[src/hdl/pwlc_pkg.sv]
// Shared types, constants and helpers for the piecewise linear calibration block.
`timescale 1ns / 1ps

package pwlc_pkg;

    // Table capacity and raw value width.
    localparam int MAX_POINTS  = 16;
    localparam int SAMPLE_BITS = 16;
    localparam int MIN_POINTS  = 2;

    // Raw values keep at most the 16 bits of their fields.
    localparam int RAW_BITS  = (SAMPLE_BITS < 16) ? SAMPLE_BITS : 16;
    localparam int FIELD_W   = 16;
    localparam int ENTRY_W   = 2 * FIELD_W;
    localparam int IDX_BITS  = (MAX_POINTS > 1) ? $clog2(MAX_POINTS) : 1;
    localparam int CNT_BITS  = $clog2(MAX_POINTS + 1);
    localparam int INDEX_W   = 4;
    localparam int POINTS_W  = 5;

    // Interpolation datapath widths.
    localparam int DIFF_W    = FIELD_W + 1;
    localparam int PROD_W    = 2 * DIFF_W;
    localparam int DIV_BITS  = PROD_W - 1;
    localparam int CORR_W    = 35;
    localparam int STATUS_W  = 2;

    // Configuration port.
    localparam int CFG_IDX_W  = 2;
    localparam int CFG_DATA_W = POINTS_W;
    localparam logic [CFG_IDX_W-1:0] CFG_POINTS = 2'd0;
    localparam logic [CFG_IDX_W-1:0] CFG_EXTRAP = 2'd1;

    // Request kinds.
    localparam logic REQ_CONVERT = 1'b0;
    localparam logic REQ_WRITE   = 1'b1;

    // Result status codes.
    localparam logic [STATUS_W-1:0] ST_OK         = 2'd0;
    localparam logic [STATUS_W-1:0] ST_FEW        = 2'd1;
    localparam logic [STATUS_W-1:0] ST_NOT_RISING = 2'd2;
    localparam logic [STATUS_W-1:0] ST_NUMERIC    = 2'd3;

    // Sequencer states.
    typedef enum logic [2:0] {
        S_IDLE,
        S_SCAN,
        S_CALC,
        S_DIV_START,
        S_DIV_WAIT,
        S_FINISH
    } t_state;

    // Sign-extend the low RAW_BITS bits of a raw field to the full field width.
    function automatic logic signed [FIELD_W-1:0] sext_raw(input logic [FIELD_W-1:0] v);
        return FIELD_W'($signed(v[RAW_BITS-1:0]));
    endfunction

endpackage

[src/hdl/pwlc_ram.sv]
// Generic single-port RAM with a registered read.
`timescale 1ns / 1ps

module pwlc_ram #(
    parameter int WIDTH = 32,
    parameter int DEPTH = 16,
    parameter int ADDR_W = (DEPTH > 1) ? $clog2(DEPTH) : 1
) (
    input  logic              i_clk,
    input  logic              i_we,
    input  logic [ADDR_W-1:0] i_addr,
    input  logic [WIDTH-1:0]  i_wdata,
    output logic [WIDTH-1:0]  o_rdata
);

    logic [WIDTH-1:0] r_mem [DEPTH];
    logic [WIDTH-1:0] r_rdata;

    // Write when enabled; read the addressed word every cycle.
    always_ff @(posedge i_clk) begin
        if (i_we) begin
            r_mem[i_addr] <= i_wdata;
        end
        r_rdata <= r_mem[i_addr];
    end

    assign o_rdata = r_rdata;

endmodule

[src/hdl/pwlc_div.sv]
// Restoring unsigned divider that retires one quotient bit per cycle.
`timescale 1ns / 1ps

module pwlc_div (
    input  logic                             i_clk,
    input  logic                             i_rst_n,
    input  logic                             i_start,
    input  logic [pwlc_pkg::DIV_BITS-1:0]    i_dividend,
    input  logic [pwlc_pkg::DIFF_W-1:0]      i_divisor,
    output logic                             o_done,
    output logic [pwlc_pkg::DIV_BITS-1:0]    o_quotient
);

    import pwlc_pkg::*;

    localparam int DCNT_W = $clog2(DIV_BITS + 1);

    logic                r_busy;
    logic                r_done;
    logic [DCNT_W-1:0]   r_cnt;
    logic [DIV_BITS-1:0] r_quo;
    logic [DIFF_W-1:0]   r_rem;
    logic [DIFF_W-1:0]   r_dsr;

    logic [DIFF_W:0]     shifted;
    logic [DIFF_W+1:0]   diff;
    logic                borrow;

    // Trial subtraction of the divisor from the shifted partial remainder.
    assign shifted = {r_rem, r_quo[DIV_BITS-1]};
    assign diff    = {1'b0, shifted} - {2'b00, r_dsr};
    assign borrow  = diff[DIFF_W+1];

    // Control: count the steps and flag the last one.
    always_ff @(posedge i_clk) begin
        if (!i_rst_n) begin
            r_busy <= 1'b0;
            r_done <= 1'b0;
            r_cnt  <= '0;
        end else begin
            if (i_start) begin
                r_busy <= 1'b1;
                r_done <= 1'b0;
                r_cnt  <= DCNT_W'(DIV_BITS - 1);
            end else if (r_busy) begin
                r_done <= (r_cnt == '0);
                if (r_cnt == '0) begin
                    r_busy <= 1'b0;
                end else begin
                    r_cnt <= r_cnt - 1'b1;
                end
            end else begin
                r_done <= 1'b0;
            end
        end
    end

    // Datapath: the dividend shifts out as the quotient shifts in.
    always_ff @(posedge i_clk) begin
        if (i_start) begin
            r_quo <= i_dividend;
            r_rem <= '0;
            r_dsr <= i_divisor;
        end else if (r_busy) begin
            if (borrow) begin
                r_rem <= shifted[DIFF_W-1:0];
                r_quo <= {r_quo[DIV_BITS-2:0], 1'b0};
            end else begin
                r_rem <= diff[DIFF_W-1:0];
                r_quo <= {r_quo[DIV_BITS-2:0], 1'b1};
            end
        end
    end

    assign o_done     = r_done;
    assign o_quotient = r_quo;

endmodule

[src/hdl/piecewise_linear_calibration.sv]
// Top level of the piecewise linear calibration block: sequencer, table scan and output stage.
//
//   Channel   Direction  Handshake            Payload
//   request   in         i_valid / o_stall    i_req_type, i_entry_index, i_entry_raw,
//                                             i_entry_reference, i_sample_raw
//   result    out        o_valid / i_stall    o_corrected, o_status
//   config    in         i_cfg_we             i_cfg_index, i_cfg_data
//
// A point write goes from idle straight to the finish state, as does a convert with too few points;
// otherwise the scan reads one table entry per cycle from the single RAM port, over the n points in use.
// Clamped and error results then pass through the calc and finish states; interpolated
// results also start the divider and wait while it retires one quotient bit a cycle.
// Reset is synchronous, active low; the table contents are not cleared.
// A stalled result waits in the output register; one new request may be accepted meanwhile.
`timescale 1ns / 1ps

module piecewise_linear_calibration (
    input  logic                                    i_clk,
    input  logic                                    i_rst_n,
    // Configuration port.
    input  logic                                    i_cfg_we,
    input  logic [pwlc_pkg::CFG_IDX_W-1:0]          i_cfg_index,
    input  logic [pwlc_pkg::CFG_DATA_W-1:0]         i_cfg_data,
    // Request channel.
    input  logic                                    i_valid,
    output logic                                    o_stall,
    input  logic                                    i_req_type,
    input  logic [pwlc_pkg::INDEX_W-1:0]            i_entry_index,
    input  logic signed [pwlc_pkg::FIELD_W-1:0]     i_entry_raw,
    input  logic signed [pwlc_pkg::FIELD_W-1:0]     i_entry_reference,
    input  logic signed [pwlc_pkg::FIELD_W-1:0]     i_sample_raw,
    // Result channel.
    output logic                                    o_valid,
    input  logic                                    i_stall,
    output logic signed [pwlc_pkg::CORR_W-1:0]      o_corrected,
    output logic [pwlc_pkg::STATUS_W-1:0]           o_status
);

    import pwlc_pkg::*;

    t_state r_state;
    t_state n_state;

    // Configuration registers.
    logic [POINTS_W-1:0]        r_points;
    logic                       r_extrap;

    // Scan registers.
    logic [CNT_BITS-1:0]        r_n;
    logic [CNT_BITS-1:0]        r_rd_idx;
    logic [CNT_BITS-1:0]        r_cmp_idx;
    logic                       r_data_vld;
    logic signed [FIELD_W-1:0]  r_x;
    logic signed [FIELD_W-1:0]  r_prev_raw;
    logic signed [FIELD_W-1:0]  r_prev_ref;
    logic signed [FIELD_W-1:0]  r_a_raw;
    logic signed [FIELD_W-1:0]  r_a_ref;
    logic signed [FIELD_W-1:0]  r_b_raw;
    logic signed [FIELD_W-1:0]  r_b_ref;
    logic signed [FIELD_W-1:0]  r_ref0;
    logic signed [FIELD_W-1:0]  r_last_ref;
    logic                       r_found;
    logic                       r_bad;
    logic                       r_le0;
    logic                       r_ge_last;

    // Arithmetic registers.
    logic signed [PROD_W-1:0]   r_prod;
    logic [DIFF_W-1:0]          r_span;
    logic                       r_neg;

    // Pending result and output stage.
    logic signed [CORR_W-1:0]   r_res_corr;
    logic [STATUS_W-1:0]        r_res_status;
    logic                       r_out_valid;
    logic signed [CORR_W-1:0]   r_out_corr;
    logic [STATUS_W-1:0]        r_out_status;

    // Combinational signals.
    logic                       in_xfer;
    logic                       out_free;
    logic [CNT_BITS-1:0]        n_sat;
    logic                       few;
    logic                       ram_we;
    logic [IDX_BITS-1:0]        ram_addr;
    logic [ENTRY_W-1:0]         ram_wdata;
    logic [ENTRY_W-1:0]         ram_rdata;
    logic signed [FIELD_W-1:0]  cur_raw;
    logic signed [FIELD_W-1:0]  cur_ref;
    logic                       scan_last;
    logic                       rd_more;
    logic signed [DIFF_W-1:0]   dx;
    logic signed [DIFF_W-1:0]   dref;
    logic signed [DIFF_W-1:0]   span;
    logic signed [PROD_W-1:0]   prod;
    logic                       clamp_lo;
    logic                       clamp_hi;
    logic                       need_div;
    logic [PROD_W-1:0]          prod_mag;
    logic                       div_start;
    logic                       div_done;
    logic [DIV_BITS-1:0]        div_quo;
    logic signed [CORR_W-1:0]   quo_ext;
    logic signed [CORR_W-1:0]   interp;
    logic                       wr_in_range;

    assign in_xfer  = i_valid && !o_stall;
    assign out_free = !r_out_valid || !i_stall;

    // Point count saturated at the table capacity.
    assign n_sat = (32'(r_points) > 32'(MAX_POINTS)) ? CNT_BITS'(MAX_POINTS)
                                                     : CNT_BITS'(r_points);
    assign few   = 32'(n_sat) < 32'(MIN_POINTS);

    assign wr_in_range = 32'(i_entry_index) < 32'(MAX_POINTS);

    // Current table entry on the RAM read port.
    assign cur_raw   = ram_rdata[ENTRY_W-1:FIELD_W];
    assign cur_ref   = ram_rdata[FIELD_W-1:0];
    assign scan_last = r_data_vld && (r_cmp_idx == r_n - 1'b1);
    assign rd_more   = r_rd_idx < r_n;

    // Segment arithmetic.
    assign dx   = DIFF_W'(r_x) - DIFF_W'(r_a_raw);
    assign dref = DIFF_W'(r_b_ref) - DIFF_W'(r_a_ref);
    assign span = DIFF_W'(r_b_raw) - DIFF_W'(r_a_raw);
    assign prod = dx * dref;

    assign clamp_lo = !r_extrap && r_le0;
    assign clamp_hi = !r_extrap && r_ge_last;
    assign need_div = !r_bad && !clamp_lo && !clamp_hi && (span > 0);

    assign prod_mag = r_prod[PROD_W-1] ? PROD_W'(-r_prod) : PROD_W'(r_prod);
    assign quo_ext  = CORR_W'(div_quo);
    assign interp   = CORR_W'(r_a_ref) + (r_neg ? -quo_ext : quo_ext);

    // Configuration writes.
    always_ff @(posedge i_clk) begin
        if (!i_rst_n) begin
            r_points <= '0;
            r_extrap <= 1'b0;
        end else if (i_cfg_we) begin
            unique case (i_cfg_index)
                CFG_POINTS: r_points <= i_cfg_data[POINTS_W-1:0];
                CFG_EXTRAP: r_extrap <= i_cfg_data[0];
                default: ;
            endcase
        end
    end

    // Next state.
    always_comb begin
        n_state = r_state;
        unique case (r_state)
            S_IDLE: begin
                if (in_xfer) begin
                    if (i_req_type == REQ_WRITE || few) begin
                        n_state = S_FINISH;
                    end else begin
                        n_state = S_SCAN;
                    end
                end
            end
            S_SCAN: begin
                if (scan_last) begin
                    n_state = S_CALC;
                end
            end
            S_CALC: begin
                n_state = need_div ? S_DIV_START : S_FINISH;
            end
            S_DIV_START: n_state = S_DIV_WAIT;
            S_DIV_WAIT: begin
                if (div_done) begin
                    n_state = S_FINISH;
                end
            end
            S_FINISH: begin
                if (out_free) begin
                    n_state = S_IDLE;
                end
            end
            default: n_state = S_IDLE;
        endcase
    end

    // Sequencer outputs: request stall, RAM port and divider start.
    always_comb begin
        o_stall   = 1'b1;
        ram_we    = 1'b0;
        ram_addr  = IDX_BITS'(i_entry_index);
        ram_wdata = {sext_raw(i_entry_raw), i_entry_reference};
        div_start = 1'b0;
        unique case (r_state)
            S_IDLE: begin
                o_stall = 1'b0;
                ram_we  = i_valid && (i_req_type == REQ_WRITE) && wr_in_range;
            end
            S_SCAN:      ram_addr  = r_rd_idx[IDX_BITS-1:0];
            S_DIV_START: div_start = 1'b1;
            default: ;
        endcase
    end

    always_ff @(posedge i_clk) begin
        if (!i_rst_n) begin
            r_state <= S_IDLE;
        end else begin
            r_state <= n_state;
        end
    end

    // Scan control counters.
    always_ff @(posedge i_clk) begin
        if (!i_rst_n) begin
            r_rd_idx   <= '0;
            r_cmp_idx  <= '0;
            r_data_vld <= 1'b0;
        end else if (r_state == S_SCAN) begin
            r_data_vld <= rd_more;
            if (rd_more) begin
                r_rd_idx <= r_rd_idx + 1'b1;
            end
            if (r_data_vld) begin
                r_cmp_idx <= r_cmp_idx + 1'b1;
            end
        end else begin
            r_rd_idx   <= '0;
            r_cmp_idx  <= '0;
            r_data_vld <= 1'b0;
        end
    end

    // Datapath: capture the request, walk the table, compute the result.
    always_ff @(posedge i_clk) begin
        unique case (r_state)
            S_IDLE: begin
                r_n       <= n_sat;
                r_x       <= sext_raw(i_sample_raw);
                r_found   <= 1'b0;
                r_bad     <= 1'b0;
                r_res_corr   <= '0;
                r_res_status <= (i_req_type == REQ_CONVERT && few) ? ST_FEW : ST_OK;
            end
            S_SCAN: begin
                if (r_data_vld) begin
                    r_prev_raw <= cur_raw;
                    r_prev_ref <= cur_ref;
                    r_last_ref <= cur_ref;
                    if (r_cmp_idx == '0) begin
                        r_le0  <= r_x <= cur_raw;
                        r_ref0 <= cur_ref;
                    end else begin
                        // Raw points must rise strictly.
                        if (cur_raw <= r_prev_raw) begin
                            r_bad <= 1'b1;
                        end
                        // Keep the first segment that holds the sample, else the last one.
                        if (!r_found) begin
                            r_a_raw <= r_prev_raw;
                            r_a_ref <= r_prev_ref;
                            r_b_raw <= cur_raw;
                            r_b_ref <= cur_ref;
                            r_found <= r_x <= cur_raw;
                        end
                    end
                    if (scan_last) begin
                        r_ge_last <= r_x >= cur_raw;
                    end
                end
            end
            S_CALC: begin
                r_prod <= prod;
                r_span <= span;
                if (r_bad) begin
                    r_res_corr   <= '0;
                    r_res_status <= ST_NOT_RISING;
                end else if (clamp_lo) begin
                    r_res_corr   <= CORR_W'(r_ref0);
                    r_res_status <= ST_OK;
                end else if (clamp_hi) begin
                    r_res_corr   <= CORR_W'(r_last_ref);
                    r_res_status <= ST_OK;
                end else if (span > 0) begin
                    r_res_corr   <= '0;
                    r_res_status <= ST_OK;
                end else begin
                    r_res_corr   <= '0;
                    r_res_status <= ST_NUMERIC;
                end
            end
            S_DIV_START: begin
                r_neg <= r_prod[PROD_W-1];
            end
            S_DIV_WAIT: begin
                if (div_done) begin
                    r_res_corr <= interp;
                end
            end
            default: ;
        endcase
    end

    // Output register holds a result until it is transferred.
    always_ff @(posedge i_clk) begin
        if (!i_rst_n) begin
            r_out_valid <= 1'b0;
        end else if (r_state == S_FINISH && out_free) begin
            r_out_valid <= 1'b1;
        end else if (!i_stall) begin
            r_out_valid <= 1'b0;
        end
    end

    always_ff @(posedge i_clk) begin
        if (r_state == S_FINISH && out_free) begin
            r_out_corr   <= r_res_corr;
            r_out_status <= r_res_status;
        end
    end

    assign o_valid     = r_out_valid;
    assign o_corrected = r_out_corr;
    assign o_status    = r_out_status;

    // Calibration table: raw point in the upper half, reference in the lower half.
    pwlc_ram #(
        .WIDTH (ENTRY_W),
        .DEPTH (MAX_POINTS),
        .ADDR_W(IDX_BITS)
    ) u_table (
        .i_clk  (i_clk),
        .i_we   (ram_we),
        .i_addr (ram_addr),
        .i_wdata(ram_wdata),
        .o_rdata(ram_rdata)
    );

    // Serial divider for the segment quotient.
    pwlc_div u_div (
        .i_clk     (i_clk),
        .i_rst_n   (i_rst_n),
        .i_start   (div_start),
        .i_dividend(prod_mag[DIV_BITS-1:0]),
        .i_divisor (r_span),
        .o_done    (div_done),
        .o_quotient(div_quo)
    );

    // Error results always carry a zero value.
    a_err_zero: assert property (@(posedge i_clk) disable iff (!i_rst_n)
        (o_valid && o_status != ST_OK) |-> (o_corrected == '0))
        else $error("error result with nonzero value");

    // The divider finishes only while the sequencer waits for it.
    a_div_done: assert property (@(posedge i_clk) disable iff (!i_rst_n)
        div_done |-> (r_state == S_DIV_WAIT))
        else $error("divider finished outside its wait state");

    // A scan runs only with enough points in use.
    a_scan_n: assert property (@(posedge i_clk) disable iff (!i_rst_n)
        (r_state == S_SCAN) |-> (32'(r_n) >= 32'(MIN_POINTS)))
        else $error("scan started with too few points");

    // Compared entries stay inside the used part of the table.
    a_scan_idx: assert property (@(posedge i_clk) disable iff (!i_rst_n)
        (r_state == S_SCAN && r_data_vld) |-> (r_cmp_idx < r_n))
        else $error("scan compared an entry beyond the points in use");

endmodule
[config.mk]
export PLATFORM = sky130hd
export DESIGN_NAME = piecewise_linear_calibration
export DESIGN_NICKNAME = d
export VERILOG_FILES = /design/src/hdl/pwlc_pkg.sv /design/src/hdl/pwlc_ram.sv /design/src/hdl/pwlc_div.sv /design/src/hdl/piecewise_linear_calibration.sv
export SDC_FILE = /design/constraint.sdc
export NUM_CORES = 2
export LEC_CHECK = 0
export BUFFER_PORTS_ARGS = -buffer_cell sky130_fd_sc_hd__buf_2
export CAP_MARGIN = 25
export CORE_ASPECT_RATIO = 0.75
export CORE_UTILIZATION = 45
export CTS_CLUSTER_DIAMETER = 30
export DETAILED_ROUTE_END_ITERATION = 10
export GPL_TIMING_DRIVEN = 0
export PLACE_DENSITY = 0.69
export SLEW_MARGIN = 5
export SYNTH_ARGS = -nofsm -noshare
export SYNTH_HDL_FRONTEND = slang
export SYNTH_SLANG_ARGS = --single-unit
[constraint.sdc]
create_clock -name i_clk -period 10.6 [get_ports i_clk]
set_clock_uncertainty 0.1 [all_clocks]
set_input_delay 0 -clock i_clk [delete_from_list [all_inputs] [get_ports i_clk]]
set_output_delay 0 -clock i_clk [all_outputs]
set_load 0.02 [all_outputs]
# Yosys cells after proc, flatten, opt, wreduce, memory -nomap -nowiden
# Memory sizes are Yosys's and may differ from the RTL's. A register that Yosys moved wholly into a read port is not among the register bits.
# Cells that the tools add are included.
[word_totals]
romBits = 0
output_inout_bits = 39
register_bits = 359
ram_bits = 512
memories = 1
elab_cells = 164
latch_bits = 0
[memory_table]
columns = ["memory", "words", "width", "rd", "rd_ports_with_merged_regs", "write_ports", "line_no", "text"]
rows = [
  ["u_table.r_mem", 16, 32, 1, 1, 1, "pwlc_ram.sv:16", "logic [WIDTH-1:0] r_mem [DEPTH];"],
]
[classes]
bitwise_logic = 6
n_eq_ne = 16
n_lt_le_gt_ge = 7
n_mux = 47
div_mod_pow = 0
n_reduce_logical = 41
addsub = 11
shifts = 0
n_mul = 1
[op_table]
columns = ["cell", "count"]
rows = [
  ["two-way mux 35 bit", 5],
  ["case mux 35 bit (3 select lines)", 1],
  ["two-way mux 33 bit", 3],
  ["subtractor 16 x 16 -> 17 bit", 3],
  ["adder 16 x 35 -> 35 bit", 1],
  ["negator 33 -> 35 bit", 1],
  ["multiplier 17 x 17 -> 34 bit", 1],
  ["negator 33 bit", 1],
  ["<= comparator 16 bit", 2],
  ["subtractor 18 x 17 -> 19 bit", 1],
  ["two-way mux 1 bit", 18],
  ["two-way mux 3 bit", 6],
  ["two-way mux 6 bit", 3],
  ["case mux 3 bit (6 select lines)", 1],
  ["> comparator 17 x 1 -> 1 bit, second input constant", 1],
  ["two-way mux 17 bit", 1],
  ["greater-or-equal comparator 16 bit", 1],
  ["AND reduction 2 bit", 7],
  ["!= test 2 bit, second input constant", 6],
  ["AND reduction 4 bit", 3],
  ["adder 5 x 1 -> 5 bit, second input constant", 2],
  ["logical AND 1 bit", 10],
  ["AND reduction 3 bit", 3],
  ["two-way mux 2 bit", 4],
  ["other kinds (26)", 44],
]

# Logic depth before layout (Yosys ltp)
[depth]
word_depth = 8
mapped_depth = 36
ltp_nobuf = 36

# Modules after synthesis
# A second synthesis with hierarchy kept.
[hier_totals]
hier_cells = 3845
area_unflattened_um2 = 50753.7
[by_module_without_submodules]
columns = ["module", "cells_per_inst", "instances", "area_each_um2"]
rows = [
  ["piecewise_linear_calibration", 2664, 1, 26980.9],
  ["pwlc_ram", 840, 1, 19862.8],
  ["pwlc_div", 341, 1, 3910.0],
]

# Worst setup path before layout
# OpenSTA, ideal clock, no wires.
[synth_timing]
path_kind = "reg2reg"
start = "register r_a_raw[1]"
end = "register r_prod[32], data pin"
setup_time_ps = 258
stages_incl_launch_ff = 36
path_slack_ps = 1869
period_less_slack_ps = 8731
t_arrival_ps = 8373
n_path_buf = 0
required_ps = 10242
cell_sequence = "edfxtp_1 > inv_1 > ha_1 > nor2b_1 > o21ai_0 > a21boi_0 > o21ai_0 > a21oi_1 > and4_1 > o31ai_1 > o21bai_1 > a21o_1 > xor2_1 > nand2_1 > fa_1 > inv_1 > fa_1 > inv_1 > fa_1 > inv_1 > fa_1 > fa_1 > inv_1 > fa_1 > inv_1 > ha_1 > a21o_1 > a21o_1 > a211oi_1 > a21boi_0 > o31ai_1 > o21ai_0 > a21oi_1 > o21ai_0 > a21oi_1 > xnor2_1"
[synth_via]
elab_chain_cells = 2
[synth_rtl]
columns = ["element", "line_no", "text"]
rows = [
  ["start: declaration", "piecewise_linear_calibration.sv:56", "logic signed [FIELD_W-1:0] r_a_raw;"],
  ["start signal: assignment", "piecewise_linear_calibration.sv:260", "r_a_raw <= r_prev_raw;"],
  ["subtractor 16 x 16 -> 17 bit", "piecewise_linear_calibration.sv:124", "assign dx = DIFF_W'(r_x) - DIFF_W'(r_a_raw);"],
  ["multiplier 17 x 17 -> 34 bit", "piecewise_linear_calibration.sv:127", "assign prod = dx * dref;"],
  ["named net prod[32]", "piecewise_linear_calibration.sv:95", "logic signed [PROD_W-1:0] prod;"],
  ["end signal: assignment", "piecewise_linear_calibration.sv:273", "r_prod <= prod;"],
  ["end: declaration", "piecewise_linear_calibration.sv:68", "logic signed [PROD_W-1:0] r_prod;"],
]
# The timed path passes the listed nets, and every way through them passes these cells.
# A chain may end at the register's enable or synchronous reset.

# Worst setup path in the final report
[layout_timing]
start = "register r_x[1]"
end = "register r_prod[32], data pin"
[layout_via]
elab_chain_cells = 2
[layout_rtl]
columns = ["element", "line_no", "text"]
rows = [
  ["start: declaration", "piecewise_linear_calibration.sv:53", "logic signed [FIELD_W-1:0] r_x;"],
  ["start signal: assignment", "piecewise_linear_calibration.sv:239", "r_x <= sext_raw(i_sample_raw);"],
  ["subtractor 16 x 16 -> 17 bit", "piecewise_linear_calibration.sv:124", ""],
  ["multiplier 17 x 17 -> 34 bit", "piecewise_linear_calibration.sv:127", ""],
  ["named net prod[32]", "piecewise_linear_calibration.sv:95", ""],
]
# The timed path passes the listed nets, and every way through them passes these cells.

==> flow_metrics.tcl <==
set metrics [dict create \
    status "completed" \
    clock_latency_ns 0.78 \
    coreArea_um2 112000 \
    r2r_start "r_x[1]$_DFFE_PP_" \
    stdcell_count 6340 \
    grt_overflow 0 \
    max_slew.worst_pin.slew_ns 1.16 \
    multi_input_area_um2 22000 \
    hold_path.class "input port to flip-flop" \
    reg2reg_slack_ns 0.55 \
    ys.warnings.count 0 \
    grt_max_degree 35 \
    cts_max_path_buffers 3 \
    clk_pin_slew_ns 0.05 \
    drc 0 \
    final_area_um2 60000 \
    setup.worst_path.end_class "flip-flop" \
    slew_headroom_pct 22.3 \
    arrival_ns 10.44 \
    synth.avg_cell_area_um2 11.8 \
    cpPeakStageDelay_ns 0.68 \
    min_period_ns 10.05 \
    synth_seq_cells 903 \
    clkSinkCount 903 \
    ios 104 \
    critPathLaunchType "flip-flop" \
    numCtsBuffers 146 \
    syn_area_um2 50600 \
    syn_inst 4308 \
    whs_path_depth 2 \
    grt_pass1_wl_um 209000 \
    gp_congestion 0.946 \
    async_reset_ff_share_pct 0 \
    ys.flop_type "edfxtp_1" \
    grt_usage_pct 24.2 \
    synth_cell_types 80 \
    min_period_over_period_pct 94.8 \
    syn_nets 4902 \
    ys_top_cells_by_area "edfxtp_1 49%, fa_1 12%, ha_1 5.6%" \
    portBuffers 103 \
    setup_violations 0 \
    dp_hpwl_um 102000 \
    grt_pass1_vias 35000 \
    maxSlewViolCount 0 \
    ys_seq_area_share_pct 52.0 \
    fill_cells 9217 \
    cts_root_buffer "clkbuf_16" \
    hold_start "i_entry_raw[14]" \
    routed_wl_um 137000 \
    wl_per_cell_um 21.6 \
    setup_tns_ns 0 \
    grt_antenna_before_repair 6 \
    slowest_stage "xnor2_1" \
    cts_tree "built" \
    hold_viol_final 0 \
    post-place-cells 5968 \
    area_growth_pct 18.4 \
    path_class "flip-flop to flip-flop" \
    placed_area_um2 53800 \
    initial_core_util_pct 45.4 \
    ant_nets 0 \
    dieWidth_um 389 \
    finish.net_count 5297 \
    die_h_um 293 \
    synth_area_leader_cell "edfxtp_1" \
    max_clock_freq_mhz 99.5 \
    r2r-end "r_prod[32]$_DFFE_PP_" \
    cpMostUsedCell "fa_1" \
    synth_top_area_share_pct 48.9 \
    crit_path_max_fanout 6 \
    vias 35400 \
    cts_htree_levels 4 \
    rsz0062_at_grt "false" \
    drt-vias-per-instance 5.59 \
    critical_path_required_ns 10.99 \
    synth-edff-count 825 \
    min_to "u_table.r_mem[13][30]$_DFFE_PP_" \
    fp.dieArea_um2 114000 \
    maxCapViolCount 0 \
    synth_most_common_cell "edfxtp_1" \
    row_count 106 \
    first_iter_violations 3964 \
    synth.top_cells.by_count "825 x edfxtp_1, 513 x nand2_1, 468 x inv_1" \
    dr.pass1.iters 6 \
    reg2reg_depth 32 \
    regArea_um2 26300 \
    drive_gt1_share_pct 9.31 \
]
==> worst max-delay path: cells and delay by family (launching register included) <==
kind            cells  cell delay, ns
fa+ha+maj           8            3.85
buf+inv             4            0.21
simple gates        5            0.98
compound gates     13            3.07
flops               1            0.50
xor+xnor            2            1.07
==> placed cells by master, fill, tap and decap left out, types with 48 or more instances in the layout <==
cell type | Yosys | final
edfxtp_1 | 825 | 825
nand2_1 | 513 | 513
inv_1 | 468 | 467
fa_1 | 302 | 302
nor2_1 | 255 | 241
ha_1 | 227 | 227
clkbuf_1 | 170 | 187
a21oi_1 | 173 | 171
a211oi_1 | 170 | 170
o21ai_0 | 150 | 150
clkbuf_16 | 0 | 146
and2_1 | 143 | 142
xnor2_1 | 124 | 122
buf_2 | 2 | 105
dlygate4sd3_1 | 0 | 92
xor2_1 | 82 | 82
dfxtp_1 | 78 | 78
a31oi_1 | 73 | 73
a311oi_1 | 64 | 64
nand2b_1 | 54 | 53
a21o_1 | 48 | 48
==> registers in the layout, indices dropped and copies added, names as in the netlist, 3 cells and up <==
register          cells
u_table.r_mem       512
o_corrected          35
r_res_corr           35
r_prod               34
u_div.o_quotient     33
u_table.o_rdata      32
r_span               17
u_div.r_dsr          17
u_div.r_rem          17
r_a_raw              16
r_a_ref              16
r_b_raw              16
r_b_ref              16
r_last_ref           16
r_prev_raw           16
r_ref0               16
r_x                  16
u_div.r_cnt           6
r_cmp_idx             5
r_n                   5
r_points              5
r_rd_idx              5
r_state               3
==> what timing repair did <==
item / CTS / global route
hold buffers: 92 / 0
setup endpoints to repair: 0 / 4
resized for setup: 0 / 10
setup buffers: 0 / 0
endpoints found under the hold margin: 598 / 0
==> worst max path at each step <==
| stage | from | endpoint | slack [ns] | cells after the start |
|---|---|---|---|---|
| after floorplan | r_a_raw[1]$_DFFE_PP_ | r_prod[32]$_DFFE_PP_ | 1.87 | 35 |
| after global placement | r_a_raw[1]$_DFFE_PP_ | r_prod[32]$_DFFE_PP_ | 0.22 | 34 |
| after detailed placement | r_x[1]$_DFFE_PP_ | r_prod[32]$_DFFE_PP_ | 0.16 | 33 |
| after CTS | r_x[1]$_DFFE_PP_ | r_prod[32]$_DFFE_PP_ | 0.13 | 33 |
| after global routing | r_a_ref[1]$_DFFE_PP_ | r_prod[32]$_DFFE_PP_ | 0.02 | 34 |
| final | r_x[1]$_DFFE_PP_ | r_prod[32]$_DFFE_PP_ | 0.55 | 32 |
==> cell families (layout without fill, tap and decap cells) <==
logic type / count (synthesis) / in the layout / share of synthesized area, %
AND/OR/NAND/NOR: 1148 / 1148 / 10.5
flip-flops: 903 / 903 / 52.0
AO/OA/AOI/OAI: 849 / 849 / 11.1
buffers and inverters: 648 / 1164 / 4.81
adder cells (fa/ha/maj): 529 / 529 / 17.5
XOR/XNOR: 206 / 206 / 3.56
multiplexers: 25 / 25 / 0.497
other: 0 / 4 / 0
==> per-stage QoR <==
step / hold WS, ns / setup WS (ns) / util (%)
after global placement: 0.0791 / 0.221 / 47.6
after floorplan: -0.00113 / 1.87 / -
after global routing: 0.0314 / 0.0210 / 53.8
after detailed placement: 0.0801 / 0.156 / 48.3
final: 0.0470 / 0.551 / 53.8
after CTS: 0.00319 / 0.127 / 53.6
==> cell type report <==
cell class	count	share of cell area, %
Sequential cell	903	43.9
Timing Repair Buffer	248	3.58
Antenna cell	4	0.0167
Tap cell	1512	3.16
Buffer	178	1.12
Clock inverter	101	2.23
Inverter	469	2.94
Multi-Input combinational cell	2757	36.8
Clock buffer	168	6.26
==> metal layers <==
metal	GRT usage (%)	share of wire (%)
met1	36.1	44
met2	34.7	42
met3	5.79	11
met4	7.65	2.5
met5	0	0.023
Power is not shown: default switching activity piles up to over one toggle a cycle in this logic, so the estimate is an artifact.
